--- src/hw/rtl/nsf_pkg.sv ---
// Shared types and constants for the sentence framer.
// Used by the controller, the datapath and the top level; depends on nothing.
package nsf_pkg;

	// Default sizing of the sentence store and the term limit.
	localparam int unsigned BufferLenDefault   = 64;
	localparam int unsigned MaxTermCountDefault = 24;

	// Width of a term counter and of the term index field.
	localparam int unsigned TermW = 5;

	// Controller states.
	typedef enum logic [1:0] {
		MODE_WAIT   = 2'd0,
		MODE_TERM   = 2'd1,
		MODE_CHECK  = 2'd2,
		MODE_REPLAY = 2'd3
	} mode_t;

	// Status codes carried by each result item.
	typedef enum logic [1:0] {
		STATUS_BYTE     = 2'd0,
		STATUS_MISMATCH = 2'd1,
		STATUS_OVERFLOW = 2'd2,
		STATUS_TERMS    = 2'd3
	} status_t;

	// Commands from the controller to the datapath.
	typedef struct packed {
		logic    clear;
		logic    store_byte;
		logic    store_sep;
		logic    count_term;
		logic    xor_byte;
		logic    check_start;
		logic    check_digit;
		logic    replay_start;
		logic    replay_emit;
		logic    emit_status;
		status_t status_code;
	} cmd_t;

	// Status flags from the datapath to the controller.
	typedef struct packed {
		logic is_dollar;
		logic is_eol;
		logic is_comma;
		logic is_star;
		logic buf_full;
		logic terms_full;
		logic check_ok;
		logic replay_last;
		logic out_free;
	} flags_t;

endpackage

--- src/hw/rtl/nsf_ctrl.sv ---
// Controller state machine of the sentence framer.
// Depends on nsf_pkg; drives commands to nsf_datapath and the input stall.
module nsf_ctrl (
	input  logic            clk,
	input  logic            arst_n,
	input  logic            in_valid,
	output logic            in_stall,
	input  nsf_pkg::flags_t flags,
	output nsf_pkg::cmd_t   cmd
);

	nsf_pkg::mode_t state_q;
	nsf_pkg::mode_t state_d;
	logic           in_fire;

	// State register.
	always_ff @(posedge clk or negedge arst_n) begin
		if (!arst_n) begin
			state_q <= nsf_pkg::MODE_WAIT;
		end else begin
			state_q <= state_d;
		end
	end

	// Input is held off during replay and while the result slot is blocked.
	assign in_stall = (state_q == nsf_pkg::MODE_REPLAY) || !flags.out_free;
	assign in_fire  = in_valid && !in_stall;

	// Next state and commands.
	always_comb begin
		state_d = state_q;
		cmd     = '0;
		case (state_q)
			nsf_pkg::MODE_WAIT: begin
				if (in_fire && flags.is_dollar) begin
					cmd.clear = 1'b1;
					state_d   = nsf_pkg::MODE_TERM;
				end
			end
			nsf_pkg::MODE_TERM: begin
				if (in_fire) begin
					if (flags.is_eol) begin
						state_d = nsf_pkg::MODE_WAIT;
					end else if (flags.buf_full) begin
						cmd.emit_status = 1'b1;
						cmd.status_code = nsf_pkg::STATUS_OVERFLOW;
						state_d         = nsf_pkg::MODE_WAIT;
					end else if (flags.is_comma || flags.is_star) begin
						cmd.store_sep = 1'b1;
						if (flags.terms_full) begin
							cmd.emit_status = 1'b1;
							cmd.status_code = nsf_pkg::STATUS_TERMS;
							state_d         = nsf_pkg::MODE_WAIT;
						end else begin
							cmd.count_term = 1'b1;
							if (flags.is_star) begin
								cmd.check_start = 1'b1;
								state_d         = nsf_pkg::MODE_CHECK;
							end else begin
								cmd.xor_byte = 1'b1;
							end
						end
					end else begin
						cmd.store_byte = 1'b1;
						cmd.xor_byte   = 1'b1;
					end
				end
			end
			nsf_pkg::MODE_CHECK: begin
				if (in_fire) begin
					if (flags.is_eol || flags.is_comma || flags.is_star) begin
						if (flags.check_ok) begin
							cmd.replay_start = 1'b1;
							state_d          = nsf_pkg::MODE_REPLAY;
						end else begin
							cmd.emit_status = 1'b1;
							cmd.status_code = nsf_pkg::STATUS_MISMATCH;
							state_d         = nsf_pkg::MODE_WAIT;
						end
					end else begin
						cmd.check_digit = 1'b1;
					end
				end
			end
			nsf_pkg::MODE_REPLAY: begin
				if (flags.out_free) begin
					cmd.replay_emit = 1'b1;
					if (flags.replay_last) begin
						state_d = nsf_pkg::MODE_WAIT;
					end
				end
			end
			default: begin
				state_d = nsf_pkg::MODE_WAIT;
			end
		endcase
	end

endmodule

--- src/hw/rtl/nsf_datapath.sv ---
// Datapath of the sentence framer: character decode, counters, parity,
// checksum digits, sentence store and result register. Depends on nsf_pkg.
module nsf_datapath #(
	parameter int unsigned BUFFER_LEN     = nsf_pkg::BufferLenDefault,
	parameter int unsigned MAX_TERM_COUNT = nsf_pkg::MaxTermCountDefault
) (
	input  logic                       clk,
	input  logic                       arst_n,
	input  logic [7:0]                 rx_byte,
	input  nsf_pkg::cmd_t              cmd,
	output nsf_pkg::flags_t            flags,
	output logic                       out_valid,
	input  logic                       out_stall,
	output logic [7:0]                 out_byte,
	output logic [nsf_pkg::TermW-1:0]  term_index,
	output logic                       separator_mark,
	output logic [1:0]                 status,
	output logic                       last
);

	localparam int unsigned PtrW  = $clog2(BUFFER_LEN + 1);
	localparam int unsigned AddrW = $clog2(BUFFER_LEN);

	localparam logic [7:0] ChDollar = 8'h24;
	localparam logic [7:0] ChComma  = 8'h2C;
	localparam logic [7:0] ChStar   = 8'h2A;
	localparam logic [7:0] ChCr     = 8'h0D;
	localparam logic [7:0] ChLf     = 8'h0A;

	logic [PtrW-1:0]          wp_q;
	logic [nsf_pkg::TermW-1:0] tc_q;
	logic [7:0]               parity_q;
	logic [7:0]               check_q;
	logic [1:0]               digits_q;
	logic [PtrW-1:0]          idx_q;
	logic [nsf_pkg::TermW-1:0] ti_q;
	logic [8:0]               store_q [BUFFER_LEN];
	logic [8:0]               rdata_q;
	logic                     is_hex;
	logic [3:0]               hex_val;
	logic                     rd_en;
	logic [PtrW-1:0]          rd_ptr;
	logic [PtrW-1:0]          idx_next;
	logic                     out_valid_q;
	logic [7:0]               out_byte_q;
	logic [nsf_pkg::TermW-1:0] term_index_q;
	logic                     sep_q;
	logic [1:0]               status_q;
	logic                     last_q;

	// Hex digit decode of the incoming character.
	always_comb begin
		is_hex  = 1'b1;
		hex_val = 4'd0;
		if (rx_byte >= 8'h30 && rx_byte <= 8'h39) begin
			hex_val = 4'(rx_byte - 8'h30);
		end else if (rx_byte >= 8'h61 && rx_byte <= 8'h66) begin
			hex_val = 4'(rx_byte - 8'h57);
		end else if (rx_byte >= 8'h41 && rx_byte <= 8'h46) begin
			hex_val = 4'(rx_byte - 8'h37);
		end else begin
			is_hex = 1'b0;
		end
	end

	// Status flags for the controller.
	assign idx_next = idx_q + PtrW'(1);
	always_comb begin
		flags.is_dollar   = (rx_byte == ChDollar);
		flags.is_eol      = (rx_byte == ChCr) || (rx_byte == ChLf);
		flags.is_comma    = (rx_byte == ChComma);
		flags.is_star     = (rx_byte == ChStar);
		flags.buf_full    = (wp_q >= PtrW'(BUFFER_LEN));
		flags.terms_full  = (tc_q >= nsf_pkg::TermW'(MAX_TERM_COUNT));
		flags.check_ok    = ((digits_q == 2'd1) || (digits_q == 2'd2)) &&
			(check_q == parity_q);
		flags.replay_last = (idx_next == wp_q);
		flags.out_free    = !out_valid_q || !out_stall;
	end

	// Write pointer, term count and running parity.
	always_ff @(posedge clk or negedge arst_n) begin
		if (!arst_n) begin
			wp_q     <= '0;
			tc_q     <= '0;
			parity_q <= '0;
		end else begin
			if (cmd.clear) begin
				wp_q     <= '0;
				tc_q     <= '0;
				parity_q <= '0;
			end else begin
				if (cmd.store_byte || cmd.store_sep) begin
					wp_q <= wp_q + PtrW'(1);
				end
				if (cmd.count_term) begin
					tc_q <= tc_q + nsf_pkg::TermW'(1);
				end
				if (cmd.xor_byte) begin
					parity_q <= parity_q ^ rx_byte;
				end
			end
		end
	end

	// Checksum digit collection; a non-hex byte closes the field.
	always_ff @(posedge clk or negedge arst_n) begin
		if (!arst_n) begin
			check_q  <= '0;
			digits_q <= '0;
		end else if (cmd.check_start) begin
			check_q  <= '0;
			digits_q <= '0;
		end else if (cmd.check_digit && (digits_q < 2'd2)) begin
			if (is_hex) begin
				check_q  <= {check_q[3:0], hex_val};
				digits_q <= digits_q + 2'd1;
			end else begin
				digits_q <= (digits_q == 2'd0) ? 2'd3 : 2'd2;
			end
		end
	end

	// Sentence store: written while terms arrive, read during replay.
	assign rd_en  = cmd.replay_start || (cmd.replay_emit && !flags.replay_last);
	assign rd_ptr = cmd.replay_start ? '0 : idx_next;

	always_ff @(posedge clk) begin
		if (cmd.store_byte || cmd.store_sep) begin
			store_q[wp_q[AddrW-1:0]] <= cmd.store_sep ? 9'h100 : {1'b0, rx_byte};
		end
		if (rd_en) begin
			rdata_q <= store_q[rd_ptr[AddrW-1:0]];
		end
	end

	// Replay position and term index.
	always_ff @(posedge clk or negedge arst_n) begin
		if (!arst_n) begin
			idx_q <= '0;
			ti_q  <= '0;
		end else if (cmd.replay_start) begin
			idx_q <= '0;
			ti_q  <= '0;
		end else if (cmd.replay_emit) begin
			idx_q <= idx_next;
			if (rdata_q[8]) begin
				ti_q <= ti_q + nsf_pkg::TermW'(1);
			end
		end
	end

	// Result register.
	always_ff @(posedge clk or negedge arst_n) begin
		if (!arst_n) begin
			out_valid_q <= 1'b0;
		end else if (cmd.emit_status || cmd.replay_emit) begin
			out_valid_q <= 1'b1;
		end else if (!out_stall) begin
			out_valid_q <= 1'b0;
		end
	end

	always_ff @(posedge clk) begin
		if (cmd.emit_status) begin
			out_byte_q   <= '0;
			term_index_q <= '0;
			sep_q        <= 1'b0;
			status_q     <= cmd.status_code;
			last_q       <= 1'b1;
		end else if (cmd.replay_emit) begin
			out_byte_q   <= rdata_q[7:0];
			term_index_q <= ti_q;
			sep_q        <= rdata_q[8];
			status_q     <= nsf_pkg::STATUS_BYTE;
			last_q       <= flags.replay_last;
		end
	end

	assign out_valid      = out_valid_q;
	assign out_byte       = out_byte_q;
	assign term_index     = term_index_q;
	assign separator_mark = sep_q;
	assign status         = status_q;
	assign last           = last_q;

endmodule

--- src/hw/rtl/nmea_sentence_framer_top.sv ---
// Top level of the sentence framer: controller plus datapath.
// Depends on nsf_pkg, nsf_ctrl and nsf_datapath.
//
//   channel  handshake            payload
//   input    in_valid / in_stall  rx_byte
//   output   out_valid / out_stall out_byte, term_index, separator_mark,
//                                 status, last
//
// The block stalls input while the result register is full and held, and for
// the whole of a replay. A good checksum starts a replay of the stored
// entries: the first entry is read from the store as the closing byte is
// taken and then passes to the result register; the rest follow one per cycle
// from the single read port of the sentence store while the output is not stalled.
// Output stalls pause the replay. Reset clears the controller and counters;
// the store needs no clearing since replay reads only freshly written entries.
module nmea_sentence_framer_top #(
	parameter int unsigned BUFFER_LEN     = nsf_pkg::BufferLenDefault,
	parameter int unsigned MAX_TERM_COUNT = nsf_pkg::MaxTermCountDefault
) (
	input  logic                      clk,
	input  logic                      arst_n,
	input  logic                      in_valid,
	output logic                      in_stall,
	input  logic [7:0]                rx_byte,
	output logic                      out_valid,
	input  logic                      out_stall,
	output logic [7:0]                out_byte,
	output logic [nsf_pkg::TermW-1:0] term_index,
	output logic                      separator_mark,
	output logic [1:0]                status,
	output logic                      last
);

	nsf_pkg::cmd_t   cmd;
	nsf_pkg::flags_t flags;

	nsf_ctrl u_ctrl (
		.clk      (clk),
		.arst_n   (arst_n),
		.in_valid (in_valid),
		.in_stall (in_stall),
		.flags    (flags),
		.cmd      (cmd)
	);

	nsf_datapath #(
		.BUFFER_LEN     (BUFFER_LEN),
		.MAX_TERM_COUNT (MAX_TERM_COUNT)
	) u_dp (
		.clk            (clk),
		.arst_n         (arst_n),
		.rx_byte        (rx_byte),
		.cmd            (cmd),
		.flags          (flags),
		.out_valid      (out_valid),
		.out_stall      (out_stall),
		.out_byte       (out_byte),
		.term_index     (term_index),
		.separator_mark (separator_mark),
		.status         (status),
		.last           (last)
	);

endmodule

--- config.mk ---
export PLATFORM = sky130hd
export DESIGN_NAME = nmea_sentence_framer_top
export DESIGN_NICKNAME = d
export VERILOG_FILES = /design/src/hw/rtl/nsf_pkg.sv /design/src/hw/rtl/nsf_ctrl.sv /design/src/hw/rtl/nsf_datapath.sv /design/src/hw/rtl/nmea_sentence_framer_top.sv
export SDC_FILE = /design/constraint.sdc
export NUM_CORES = 1
export LEC_CHECK = 0
export BUFFER_PORTS_ARGS = -buffer_cell sky130_fd_sc_hd__buf_2
export CORE_ASPECT_RATIO = 0.5
export CORE_UTILIZATION = 43
export DETAILED_ROUTE_END_ITERATION = 16
export PLACE_DENSITY = 0.63
export SLEW_MARGIN = 15
export SYNTH_ARGS = -nofsm -noshare
export SYNTH_HDL_FRONTEND = slang
export SYNTH_SLANG_ARGS = --single-unit
--- constraint.sdc ---
create_clock -name clk -period 8.8 [get_ports clk]
set_input_delay 1.32 -clock clk [delete_from_list [all_inputs] [get_ports clk]]
set_output_delay 1.32 -clock clk [all_outputs]
set_load 0.01 [all_outputs]
==> run_results.csv, run 1 <==
group,metric,value,unit
status,outcome,"finished clean",
critical_path,timing.critical_path.cells,"buf_2 -> buf_4 -> or4b_1 -> a211o_1 -> or2_1 -> o21ai_4 -> a211oi_1 -> a2111oi_0 -> nor3_1 -> o32ai_1",
clock_tree,cts_hold_buf,0,
hold_path,worst_hold_path_type,"reg -> reg",
critical_path,timing.critical_path.to_type,"flip-flop",
clock_tree,cts-resized-gates,0,
critical_path,worstSetupPathType,"in -> reg",
global_routing,grt_pass1_wl,105,mm
sta,worst-slew-pin-transition,1.25,ns
detailed_routing,routed_wl,71.9,mm
global_routing,antenna_found_initial,1,
die,chipHeight,178,µm
sta,timing.fmax,0.197,GHz
critical_path,timing.critical_path.slowest_stage_cell,"sky130_fd_sc_hd__a2111oi_0",
place,port-buffer-count,30,
detailed_routing,remaining_drc_errors,0,
synth,synth_ff_type,"sky130_fd_sc_hd__edfxtp_1",
synth,average_cell_area_after_synthesis,14.7,µm²
synth,synth.yosys.seq_area_share,71.8,%
sta,drv_slew,0,
sta,fin_ws,3.73,ns
synth,yosys.cell_types.count,73,
synth,netlist_area,26600,µm²
place,gp_congestion,0.945,
synth,synth_async_sr_flop_share,6.96,%
sta,timing.slew.headroom,14.5,%
sta,report.final.setup_viol,0,
critical_path,crit_path_dat,5.49,ns
die,die_w,353,µm
detailed_routing,detail_route.vias_per_cell,6.00,
critical_path,crit_family,"compound AO/OA/AOI/OAI gates",
critical_path,ff2ff_setup_slack,4.26,ns
sta,fin_worst_skew,0.0254,ns
place,dpl.hpwl,43.3,mm
run,drv_cap,0,
sta,fin_worst_hold_slack,0.450,ns
die,core.rowCount,63,
synth,synth_enable_flop_cells,587,
critical_path,worst-r2r-cell-count,8,
detailed_routing,drt.antenna.violating_nets,0,
die,core-area,60100,µm²
sta,total_negative_setup_slacks,0,ns
critical_path,r2r_end,"u_dp.rdata_q[2]",
synth,synthesis.yosys.warnings,0,
cells_and_area,drive_gt1_share,13.0,%
detailed_routing,drtIter0Drc,2122,
hold_path,worstHoldPathCells,2,
global_routing,globalRoute.totalOverflow,0,
clock_tree,cts_num_sinks,647,
cells_and_area,areaGrowthSynthToFinish,10.7,%
sta,hold_violations,0,
critical_path,required_time_at_the_endpoint_of_the_critical_path,9.22,ns
cells_and_area,final_net_count,1841,
global_routing,globalRouteTotalUtil,22.9,%
pwr,total_power,9720,µW
detailed_routing,drt_first_pass_iters,5,
hold_path,holdCritStartpoint,"u_dp.term_index[1]",
detailed_routing,route.vias.total,16000,
cells_and_area,final_cell_mix,"587 x sky130_fd_sc_hd__edfxtp_1, 169 x sky130_fd_sc_hd__nor2_1, 161 x sky130_fd_sc_hd__nand2_1",
cells_and_area,mostFrequentLayoutCell,"sky130_fd_sc_hd__edfxtp_1",
synth,postSynthNetCount,1831,
hold_path,timing.hold.worst_endpoint,"u_dp.term_index[1]",
clock_tree,cts_made_buffers,57,
critical_path,worstReg2RegStart,"u_dp.idx_q[0]",
die,fp.dieArea,62800,µm²
critical_path,crit_fanout,69,
critical_path,worst_path_largest_cell_delay,1.02,ns
sta,min_period_over_period,57.6,%
critical_path,critPathBufInv,2,
clock_tree,clock_latency,0.60,ns
die,initial_core_util,44.1,%
pwr,powerDensity,331,nW/µm²
critical_path,cp-start-kind,"primary input",
sta,min_period,5.07,ns
sta,grt_setup_unrepaired,"no",
detailed_routing,wl_per_cell,26.9,µm
die,design.portCount,31,
pwr,static-leakage-power,0.00949,µW
synth,synth.ff_latch_count,647,
place,pre_cts_ws,3.23,ns
pwr,vdd_ir_drop_max,285,µV
synth,postSynthCellCount,1804,
clock_tree,postCtsSetupBuffers,0,
global_routing,largest_net_degree_at_the_start_of_global_routing,122,
clock_tree,maximum_buffer_depth_of_the_clock_tree,3,
clock_tree,tritoncts,"built",
global_routing,vias_in_the_first_global_route,15400,
clock_tree,root_buffer,"sky130_fd_sc_hd__clkbuf_16",
clock_tree,cts.reportedPaths.clkPinSlew,0.07,ns
clock_tree,maximum_level_of_the_cts_h_tree,2,
==> cells by family (layout without fill, tap and decap cells) <==
family                   Yosys count  after routing  synth area share, %
flip-flops                       647            647                 71.8
AND/OR/NAND/NOR                  476            476                 7.86
AO/OA/AOI/OAI                    351            351                 8.70
multiplexers                     141            141                 7.47
buffers and inverters            125            178                 1.88
XOR/XNOR                          49             49                 1.62
adder cells (fa/ha/maj)           15             15                0.707
other                              0              1                    0
==> worst min-delay path, cell delays in order, from the launching register on <==
cell and delay, ns:
sky130_fd_sc_hd__dfxtp_1 0.30, sky130_fd_sc_hd__nand2_1 0.05, sky130_fd_sc_hd__a21oi_1 0.05
==> metrics by stage <==
stage / cell area (µm²) / utilization, % / cells
after floorplan: 26600 / - / 1804
after detailed placement: 27600 / 46.0 / 2567
after global placement: 27600 / 46.0 / 2567
final: 29400 / 48.9 / 2670
after global routing: 29400 / 48.9 / 2669
after CTS: 29400 / 48.9 / 2669
==> worst max path at each step <==
stage | start | end | slack, ns | cells after the start
global placement | rx_byte[4] | u_dp.rdata_q[2] | 3.32 | 10
CTS | rx_byte[4] | u_dp.rdata_q[2] | 3.83 | 10
finish | rx_byte[4] | u_dp.rdata_q[2] | 3.73 | 10
floorplan | rx_byte[4] | u_dp.store_q[0][2] | 3.33 | 6
detailed placement | rx_byte[4] | u_dp.rdata_q[2] | 3.23 | 10
global route | rx_byte[4] | u_dp.rdata_q[2] | 3.69 | 10
==> final cells by class <==
class | instances | area (µm²)
clock inverter | 27 | 240
timing repair buffer | 62 | 415
fill | 5045 | 30700
sequential | 647 | 19100
clock buffer | 75 | 1520
tap | 812 | 1020
antenna | 1 | 2.50
inverter | 14 | 52.6
multi-input combinational | 1032 | 7100
==> cells in the mapped netlist, drive strengths merged (9+ instances only) <==
library cell | count | area share (%)
mux2 | 28 | 1.2
buf | 34 | 0.60
o22ai | 26 | 0.61
a221oi | 15 | 0.49
a21oi | 84 | 1.6
nand3 | 28 | 0.53
mux2i | 70 | 2.6
xor2 | 24 | 0.79
dfxtp | 15 | 1.1
nor2b | 18 | 0.42
and3 | 9 | 0.21
nand2 | 161 | 2.3
dfrtp | 45 | 4.2
a31oi | 16 | 0.38
o21ai | 87 | 1.8
nor3 | 40 | 0.75
xnor2 | 25 | 0.82
a22oi | 11 | 0.31
mux4 | 43 | 3.6
a211oi | 17 | 0.48
o32ai | 13 | 0.43
edfxtp | 587 | 66
ha | 15 | 0.71
nor2 | 176 | 2.5
inv | 14 | 0.20
o31ai | 12 | 0.34
clkbuf | 77 | 1.1
==> flip-flops by register name, summed over array words and instances, names as in the netlist <==
signal / cells
u_dp.store_q: 576
u_dp.rdata_q: 9
u_dp.check_q: 8
u_dp.out_byte: 8
u_dp.parity_q: 8
u_dp.idx_q: 7
u_dp.wp_q: 7
u_dp.tc_q: 5
u_dp.term_index: 5
u_dp.ti_q: 5
u_ctrl.state_q: 2
u_dp.digits_q: 2
u_dp.status: 2
u_dp.last: 1
u_dp.out_valid: 1
u_dp.separator_mark: 1
==> where the power goes <==
group | switching (µW) | internal, µW | total [µW]
registers | 150 | 3500 | 3650
logic | 2470 | 1170 | 3640
clock network | 1100 | 1330 | 2430
==> layer usage <==
layer / track usage [%] / part of all wire, %
met1: 32.4 / 43
met2: 33.4 / 43
met3: 8.29 / 12
met4: 5.90 / 2.4
met5: 0 / 0
Power figures use the tool's default switching activity.
==> run 2: changes to the inputs <==
--- a/config.mk
+++ b/config.mk
@@ -9,7 +9,7 @@
 export CORE_ASPECT_RATIO = 0.5
 export CORE_UTILIZATION = 43
 export DETAILED_ROUTE_END_ITERATION = 16
-export PLACE_DENSITY = 0.63
+export PLACE_DENSITY = 0.65
 export SLEW_MARGIN = 15
 export SYNTH_ARGS = -nofsm -noshare
 export SYNTH_HDL_FRONTEND = slang
==> constraint.sdc (replaced) <==
create_clock -name clk -period 4.1 [get_ports clk]
set_input_delay 0.615 -clock clk [delete_from_list [all_inputs] [get_ports clk]]
set_output_delay 0.615 -clock clk [all_outputs]
set_load 0.01 [all_outputs]
==> run 2 against run 1 <==
  * Clock-buffer cell count shrank 4
  * Final cell count grew 2.2%
  * Combinational power grew 120%
  * Sequential power grew 110%
  * Worst hold slack lost 0.055 ns
  * Power grew 120%
  * Worst setup slack lost 3.3 ns
  * Final area grew 2.0%
  * Critical path type is now reg -> reg
  * Largest cell class unchanged
  * Largest power group is now combinational cells
==> run_results.csv, run 2 (same netlist as run 1, synthesis figures left out) <==
group,metric,value,unit
status,outcome,"finished clean",
cells_and_area,final_cell_mix,"587 x sky130_fd_sc_hd__edfxtp_1, 170 x sky130_fd_sc_hd__nor2_1, 161 x sky130_fd_sc_hd__nand2_1",
critical_path,crit_fanout,22,
pwr,static-leakage-power,0.00982,µW
pwr,vdd_ir_drop_max,581,µV
clock_tree,maximum_level_of_the_cts_h_tree,2,
clock_tree,cts_made_buffers,58,
sta,report.final.setup_viol,0,
critical_path,timing.critical_path.cells,"ha_2 -> buf_4 -> mux4_2 -> o21ai_0 -> nand2_1 -> o21ai_0 -> o2bb2ai_1",
place,dpl_cell_area,28200,µm²
critical_path,ff2ff_setup_slack,0.44,ns
global_routing,vias_in_the_first_global_route,15300,
cells_and_area,layout.cells.non_filler,2730,
detailed_routing,routed_wl,71.5,mm
sta,min_period_over_period,89.3,%
global_routing,grt_pass1_wl,105,mm
die,core-area,60100,µm²
critical_path,worstSetupEndpoint,"u_dp.rdata_q[8]",
die,chipHeight,178,µm
detailed_routing,drt_first_pass_iters,6,
critical_path,r2r_end,"u_dp.rdata_q[8]",
critical_path,crit_family,"compound AO/OA/AOI/OAI gates",
cells_and_area,antenna-diode-count,0,
critical_path,worstSetupPathType,"reg -> reg",
cells_and_area,fin_area,30000,µm²
run,drv_cap,0,
critical_path,startpoint,"u_dp.idx_q[0]",
hold_path,worst_hold_path_type,"in -> reg",
cells_and_area,max_reg_flops,576,
clock_tree,tritoncts,"built",
die,initial_core_util,44.1,%
critical_path,required_time_at_the_endpoint_of_the_critical_path,4.43,ns
sta,min_period,3.66,ns
sta,drv_slew,0,
critical_path,cp_common_cell,"sky130_fd_sc_hd__o21ai_0",
cells_and_area,drive_gt1_share,15.8,%
critical_path,timing.critical_path.to_type,"flip-flop",
detailed_routing,detail_route.vias_per_cell,5.98,
critical_path,critPathBufInv,1,
clock_tree,clock_latency,0.61,ns
cells_and_area,final_net_count,1897,
sta,fin_worst_skew,0.0215,ns
sta,grt_setup_unrepaired,"no",
die,die_w,353,µm
global_routing,globalRouteTotalUtil,22.8,%
sta,worst-slew-pin-transition,1.15,ns
critical_path,cp_num_cells,7,
place,placedCellCount,2621,
place,dpl.hpwl,45.1,mm
detailed_routing,drtIter0Drc,2228,
detailed_routing,drt.antenna.violating_nets,0,
sta,timing.fmax,0.273,GHz
detailed_routing,remaining_drc_errors,0,
clock_tree,cts.reportedPaths.clkPinSlew,0.07,ns
die,design.portCount,31,
die,core.rowCount,63,
place,port-buffer-count,30,
critical_path,worstReg2RegStart,"u_dp.idx_q[0]",
global_routing,antenna_found_initial,1,
sta,hold_violations,0,
pwr,total_power,21100,µW
detailed_routing,route.vias.total,16300,
clock_tree,root_buffer,"sky130_fd_sc_hd__clkbuf_16",
die,fp.dieArea,62800,µm²
clock_tree,postCtsSetupBuffers,0,
critical_path,timing.critical_path.slowest_stage_cell,"sky130_fd_sc_hd__ha_2",
critical_path,worst_path_largest_cell_delay,0.81,ns
global_routing,largest_net_degree_at_the_start_of_global_routing,74,
cells_and_area,areaGrowthSynthToFinish,12.9,%
clock_tree,cts_num_sinks,647,
critical_path,worst-r2r-cell-count,7,
pwr,powerDensity,703,nW/µm²
critical_path,crit_path_dat,4.00,ns
global_routing,globalRoute.totalOverflow,0,
place,gp_congestion,0.949,
critical_path,cp-start-kind,"flip-flop",
detailed_routing,wl_per_cell,26.2,µm
sta,timing.slew.headroom,22.7,%
cells_and_area,mostFrequentLayoutCell,"sky130_fd_sc_hd__edfxtp_1",
clock_tree,maximum_buffer_depth_of_the_clock_tree,3,
run 2: cell count changes in the layout (fill, tap and decap cells not counted), sizes merged, moves of 2 or more:
cell / previous run / this run
buf: 62 / 116
clkinv: 22 / 27
clkbuf: 75 / 71
clkinvlp: 0 / 4
inv: 15 / 17
run 2: how the worst min path moves through the flow:
stage,cells past startpoint,startpoint,end,slack [ns]
global placement,2,u_dp.out_byte[2],u_dp.out_byte[2],0.44
detailed placement,2,u_dp.out_byte[5],u_dp.out_byte[5],0.44
finish,4,out_stall,u_dp.out_valid,0.40
CTS,3,rx_byte[3],u_dp.check_q[3],0.38
global route,4,out_stall,u_dp.out_valid,0.41
floorplan,0,arst_n,u_ctrl.state_q[0],0.32
run 2: area by class of cell:
| type | count | area, µm² |
|---|---|---|
| inverters | 14 | 52.6 |
| flip-flops and latches | 647 | 19100 |
| multi-input cells | 1032 | 7090 |
| clock buffers | 71 | 1530 |
| well taps | 812 | 1020 |
| clock inverters | 37 | 278 |
| fillers | 5014 | 30200 |
| repair buffers | 117 | 956 |
run 2: power breakdown:
group	switching, µW	internal [µW]	leakage, µW	total [µW]
clock	2410	2850	0.000887	5260
combinational	5250	2780	0.00300	8030
sequential	264	7520	0.00593	7780
run 2: repair_timing:
action / CTS / global route
hold buffers: 1 / 0
hold endpoints to repair: 21 / 0
setup endpoints to repair: 0 / 0
resized for setup: 0 / 0
run 2: per-stage QoR:
stage	setup TNS, ns	worst slack [ns]	utilization (%)	hold slack (ns)
after CTS	0	0.496	49.8	0.382
after detailed placement	0	0.0668	46.8	0.443
after global routing	0	0.239	49.8	0.406
after global placement	0	0.114	46.8	0.440
final	0	0.440	49.8	0.395
after floorplan	-111.86	-0.390	-	0.319
run 2: worst register-to-register path: cells and delay by family, from the launching register on:
kind / cells / cell delay (ns)
AOI/OAI and AO/OA: 3 / 1.03
adders and majority gates: 1 / 0.81
buffers and inverters: 1 / 0.45
DFF: 1 / 0.60
muxes: 1 / 0.40
and+or+nand+nor: 1 / 0.10
run 2: metal layers:
layer  routed length, µm  track usage, %  vias to the layer above
met5                  20               0                        -
met4                1850            6.01                        2
met3                8740            7.57                      125
met2               29900            32.1                      914
met1               31000            33.5                     8205
li1                    -               -                     7093
==> run 3: changes to the inputs <==
--- a/config.mk
+++ b/config.mk
@@ -9,8 +9,9 @@
 export CORE_ASPECT_RATIO = 0.5
 export CORE_UTILIZATION = 43
 export DETAILED_ROUTE_END_ITERATION = 16
-export PLACE_DENSITY = 0.65
+export PLACE_DENSITY = 0.63
 export SLEW_MARGIN = 15
 export SYNTH_ARGS = -nofsm -noshare
 export SYNTH_HDL_FRONTEND = slang
+export SYNTH_HIERARCHICAL = 1
 export SYNTH_SLANG_ARGS = --single-unit
==> constraint.sdc (replaced) <==
create_clock -name clk -period 3.6 [get_ports clk]
set_input_delay 0.18 -clock clk [delete_from_list [all_inputs] [get_ports clk]]
set_output_delay 0.18 -clock clk [all_outputs]
set_load 0.01 [all_outputs]
==> run 3 against run 2 <==
  * Final area increased by 6.7%
  * Sequential power increased by 15%
  * Worst hold slack got worse by 0.35 ns
  * Clock-buffer cell count decreased by 5
  * Utilization increased by 1.9 points
  * Highest routed layer is now met4
  * Worst setup slack got worse by 0.35 ns
  * Area after synthesis increased by 2.5%
==> run_results.csv, run 3 <==
group,metric,value,unit
critical_path,cp-start-kind,"flip-flop",
cells_and_area,mostFrequentLayoutCell,"sky130_fd_sc_hd__edfxtp_1",
detailed_routing,detail_route.vias_per_cell,5.92,
clock_tree,clock_latency,0.60,ns
cells_and_area,drive_gt1_share,23.1,%
sta,timing.fmax,0.285,GHz
synth,synthesis.yosys.warnings,6,
synth,synth_async_sr_flop_share,6.96,%
global_routing,globalRouteTotalUtil,22.6,%
critical_path,worstReg2RegStart,"u_dp/check_q[1]",
sta,min_period,3.51,ns
synth,post_synth_top_cells,"587 x sky130_fd_sc_hd__edfxtp_1, 154 x sky130_fd_sc_hd__nor2_1, 138 x sky130_fd_sc_hd__nand2_1",
cells_and_area,areaGrowthSynthToFinish,17.5,%
pwr,power.combinational.fraction,43.3,%
sta,total_negative_setup_slacks,0,ns
synth,average_cell_area_after_synthesis,14.7,µm²
cells_and_area,antenna-diode-count,0,
critical_path,worstSetupPathType,"reg -> reg",
detailed_routing,wl_per_cell,25.5,µm
critical_path,required_time_at_the_endpoint_of_the_critical_path,3.94,ns
clock_tree,cts_num_sinks,647,
place,gp_congestion,0.897,
sta,grt_setup_unrepaired,"yes",
critical_path,r2r_end,"u_dp/rdata_q[8]",
die,fp.dieArea,64400,µm²
synth,synth.most_common_cell,"sky130_fd_sc_hd__edfxtp_1",
global_routing,antenna_found_initial,2,
place,dpl.hpwl,47.7,mm
die,initial_core_util,44.0,%
synth,postSynthNetCount,1873,
pwr,switching_share,37.6,%
cells_and_area,final_cell_mix,"587 x sky130_fd_sc_hd__edfxtp_1, 190 x sky130_fd_sc_hd__buf_4, 150 x sky130_fd_sc_hd__nor2_1",
clock_tree,tritoncts,"built",
pwr,vdd_ir_drop_max,682,µV
sta,worst-slew-pin-transition,1.37,ns
detailed_routing,route.vias.total,17200,
sta,fin_worst_hold_slack,0.0467,ns
die,core-area,61800,µm²
critical_path,timing.critical_path.slowest_stage_cell,"sky130_fd_sc_hd__or4_1",
synth,netlist_top_cells_area,"sky130_fd_sc_hd__edfxtp_1 65%, sky130_fd_sc_hd__dfrtp_1 4.1%, sky130_fd_sc_hd__mux2i_1 4.0%",
place,dpl_cell_area,29800,µm²
global_routing,vias_in_the_first_global_route,16400,
cells_and_area,fin_area,32000,µm²
synth,netlist_area,27200,µm²
pwr,seq_power_share,33.8,%
synth,synth_enable_flop_cells,587,
cells_and_area,max_reg_flops,576,
detailed_routing,drtIter0Drc,2028,
clock_tree,cts_made_buffers,57,
synth,synth.ff_latch_count,647,
cells_and_area,final_core_area_utilization,51.7,%
clock_tree,maximum_level_of_the_cts_h_tree,2,
pwr,cellInternalPower,16600,µW
clock_tree,cts.reportedPaths.clkPinSlew,0.07,ns
die,chipHeight,180,µm
critical_path,timing.critical_path.to_type,"flip-flop",
sta,min_period_over_period,97.5,%
die,die_w,358,µm
hold_path,worstHoldPathCells,4,
pwr,power.switching,10000,µW
critical_path,crit_fanout,8,
place,port-buffer-count,30,
critical_path,worst-r2r-cell-count,16,
sta,hold_violations,0,
synth,synth_ff_type,"sky130_fd_sc_hd__edfxtp_1",
synth,postSynthCellCount,1845,
die,core.rowCount,64,
synth,yosys.cell_types.count,75,
critical_path,timing.critical_path.cells,"xor2_1 -> nor4_2 -> nand3_1 -> nor4_2 -> buf_4 -> nand2_4 -> nor2_4 -> buf_12 -> buf_12 -> inv_8 -> buf_12 -> o22ai_4 -> a21oi_2 -> o211ai_1 -> a21oi_2 -> or4_1",
run,drv_cap,0,
hold_path,worst_hold_path_type,"in -> reg",
cells_and_area,final_net_count,2059,
critical_path,ff2ff_setup_slack,0.09,ns
global_routing,largest_net_degree_at_the_start_of_global_routing,86,
sta,drv_slew,0,
critical_path,cp_common_cell,"sky130_fd_sc_hd__buf_12",
critical_path,worst_path_largest_cell_delay,0.54,ns
pwr,static-leakage-power,0.0110,µW
hold_path,timing.hold.worst_endpoint,"u_dp/check_q[3]",
synth,synth_largest_type_area_fraction,64.8,%
synth,synth.yosys.seq_area_share,70.0,%
detailed_routing,remaining_drc_errors,0,
detailed_routing,drt_first_pass_iters,5,
sta,fin_worst_skew,0.0171,ns
global_routing,globalRoute.totalOverflow,0,
place,pre_cts_ws,-0.192,ns
clock_tree,maximum_buffer_depth_of_the_clock_tree,3,
synth,netlist.top_cell.by_area,"sky130_fd_sc_hd__edfxtp_1",
sta,timing.slew.headroom,8.37,%
hold_path,holdCritStartpoint,"rx_byte[3]",
sta,report.final.setup_viol,0,
detailed_routing,drt.antenna.violating_nets,0,
sta,fin_ws,0.0894,ns
pwr,powerDensity,832,nW/µm²
clock_tree,root_buffer,"sky130_fd_sc_hd__clkbuf_16",
critical_path,crit_path_dat,3.85,ns
pwr,share_of_power_burned_in_the_clock_network,22.9,%
global_routing,grt_pass1_wl,108,mm
status,outcome,"finished clean",
detailed_routing,routed_wl,74.1,mm
die,design.portCount,31,
[run 3: cell count changes after synthesis, moves of 19 or more]
| cell | change |
|---|---|
| sky130_fd_sc_hd__a21oi_1 | -39 |
| sky130_fd_sc_hd__buf_2 | +20 |
| sky130_fd_sc_hd__buf_4 | +19 |
| sky130_fd_sc_hd__clkbuf_1 | -20 |
| sky130_fd_sc_hd__mux2i_1 | +38 |
| sky130_fd_sc_hd__nand2_1 | -23 |
| sky130_fd_sc_hd__nand3_1 | +19 |
| sky130_fd_sc_hd__nor2_1 | -21 |
| sky130_fd_sc_hd__nor3_1 | -24 |
| sky130_fd_sc_hd__o22ai_1 | +52 |
[run 3: worst max path at each step]
| stage | startpoint | end | slack [ns] |
|---|---|---|---|
| after CTS | u_dp/parity_q[4] | u_dp/rdata_q[8] | 0.01 |
| final | u_dp/check_q[1] | u_dp/rdata_q[8] | 0.09 |
| after global placement | u_dp/parity_q[4] | u_dp/rdata_q[5] | -0.17 |
| after global routing | u_dp/parity_q[3] | u_dp/rdata_q[8] | -0.03 |
| after floorplan | rx_byte[1] | u_dp/store_q[0][2] | -0.09 |
| after detailed placement | rx_byte[0] | u_dp/rdata_q[5] | -0.19 |
[run 3: repair_timing]
action / CTS / global route
pin swaps: 1 / 16
endpoints found under the setup margin: 8 / 9
endpoints found under the hold margin: 46 / 0
buffers inserted: 3 / 10
hold buffers: 2 / 0
gates resized for setup: 1 / 49
gates cloned: 0 / 1
[run 3: layout make-up]
class                      count  area (µm²)
fill                        5053       29800
sequential                   647       19100
multi-input combinational   1054        7820
timing repair buffer         252        2160
clock buffer                  66        1460
tap                          825        1030
clock inverter                37         368
inverter                      19        78.8
[run 3: logic make-up (layout without fill, tap and decap cells)]
group,count (synthesis),after routing,synth area share (%)
xor gates and xnor gates,49,49,1.60
adders and majority gates,16,16,0.736
DFF,647,647,70.0
muxes,179,179,8.28
AOI/OAI and AO/OA,357,357,9.09
buffers and inverters,144,374,2.57
and+or+nand+nor,453,453,7.71
[run 3: power groups by stage]
| stage | registers [µW] | logic (µW) | clock network, µW |
|---|---|---|---|
| floorplan | 8920 | 6650 | 0 |
| global placement | 9120 | 10700 | 0 |
| detailed placement | 9130 | 10800 | 0 |
| CTS | 8970 | 10900 | 6180 |
| global route | 9010 | 12100 | 6480 |
| finish | 8980 | 11500 | 6100 |
[run 3: metal layers]
layer	track usage (%)	up-vias	share of wire, %
met5	0	-	0
met4	5.80	0	2.5
met3	5.46	126	10
met2	33.4	825	44
met1	33.4	8672	44
li1	-	7549	-
[run 3: worst max-delay path: cells and delay by family, from the launching register on]
| kind | cells | cell delay [ns] |
|---|---|---|
| flip-flops | 1 | 0.41 |
| AO/OA/AOI/OAI | 4 | 0.66 |
| XOR/XNOR | 1 | 0.18 |
| buffers and inverters | 5 | 0.62 |
| AND/OR/NAND/NOR | 6 | 1.36 |
[run 3: stage by stage]
stage | cells | total power [µW]
6_report | 2900 | 26600
5_1_grt | 2900 | 27600
4_1_cts | 2890 | 26100
3_5_place_dp | 2783 | 20000
3_3_place_gp | 2783 | 19900
2_1_floorplan | 1845 | 15600
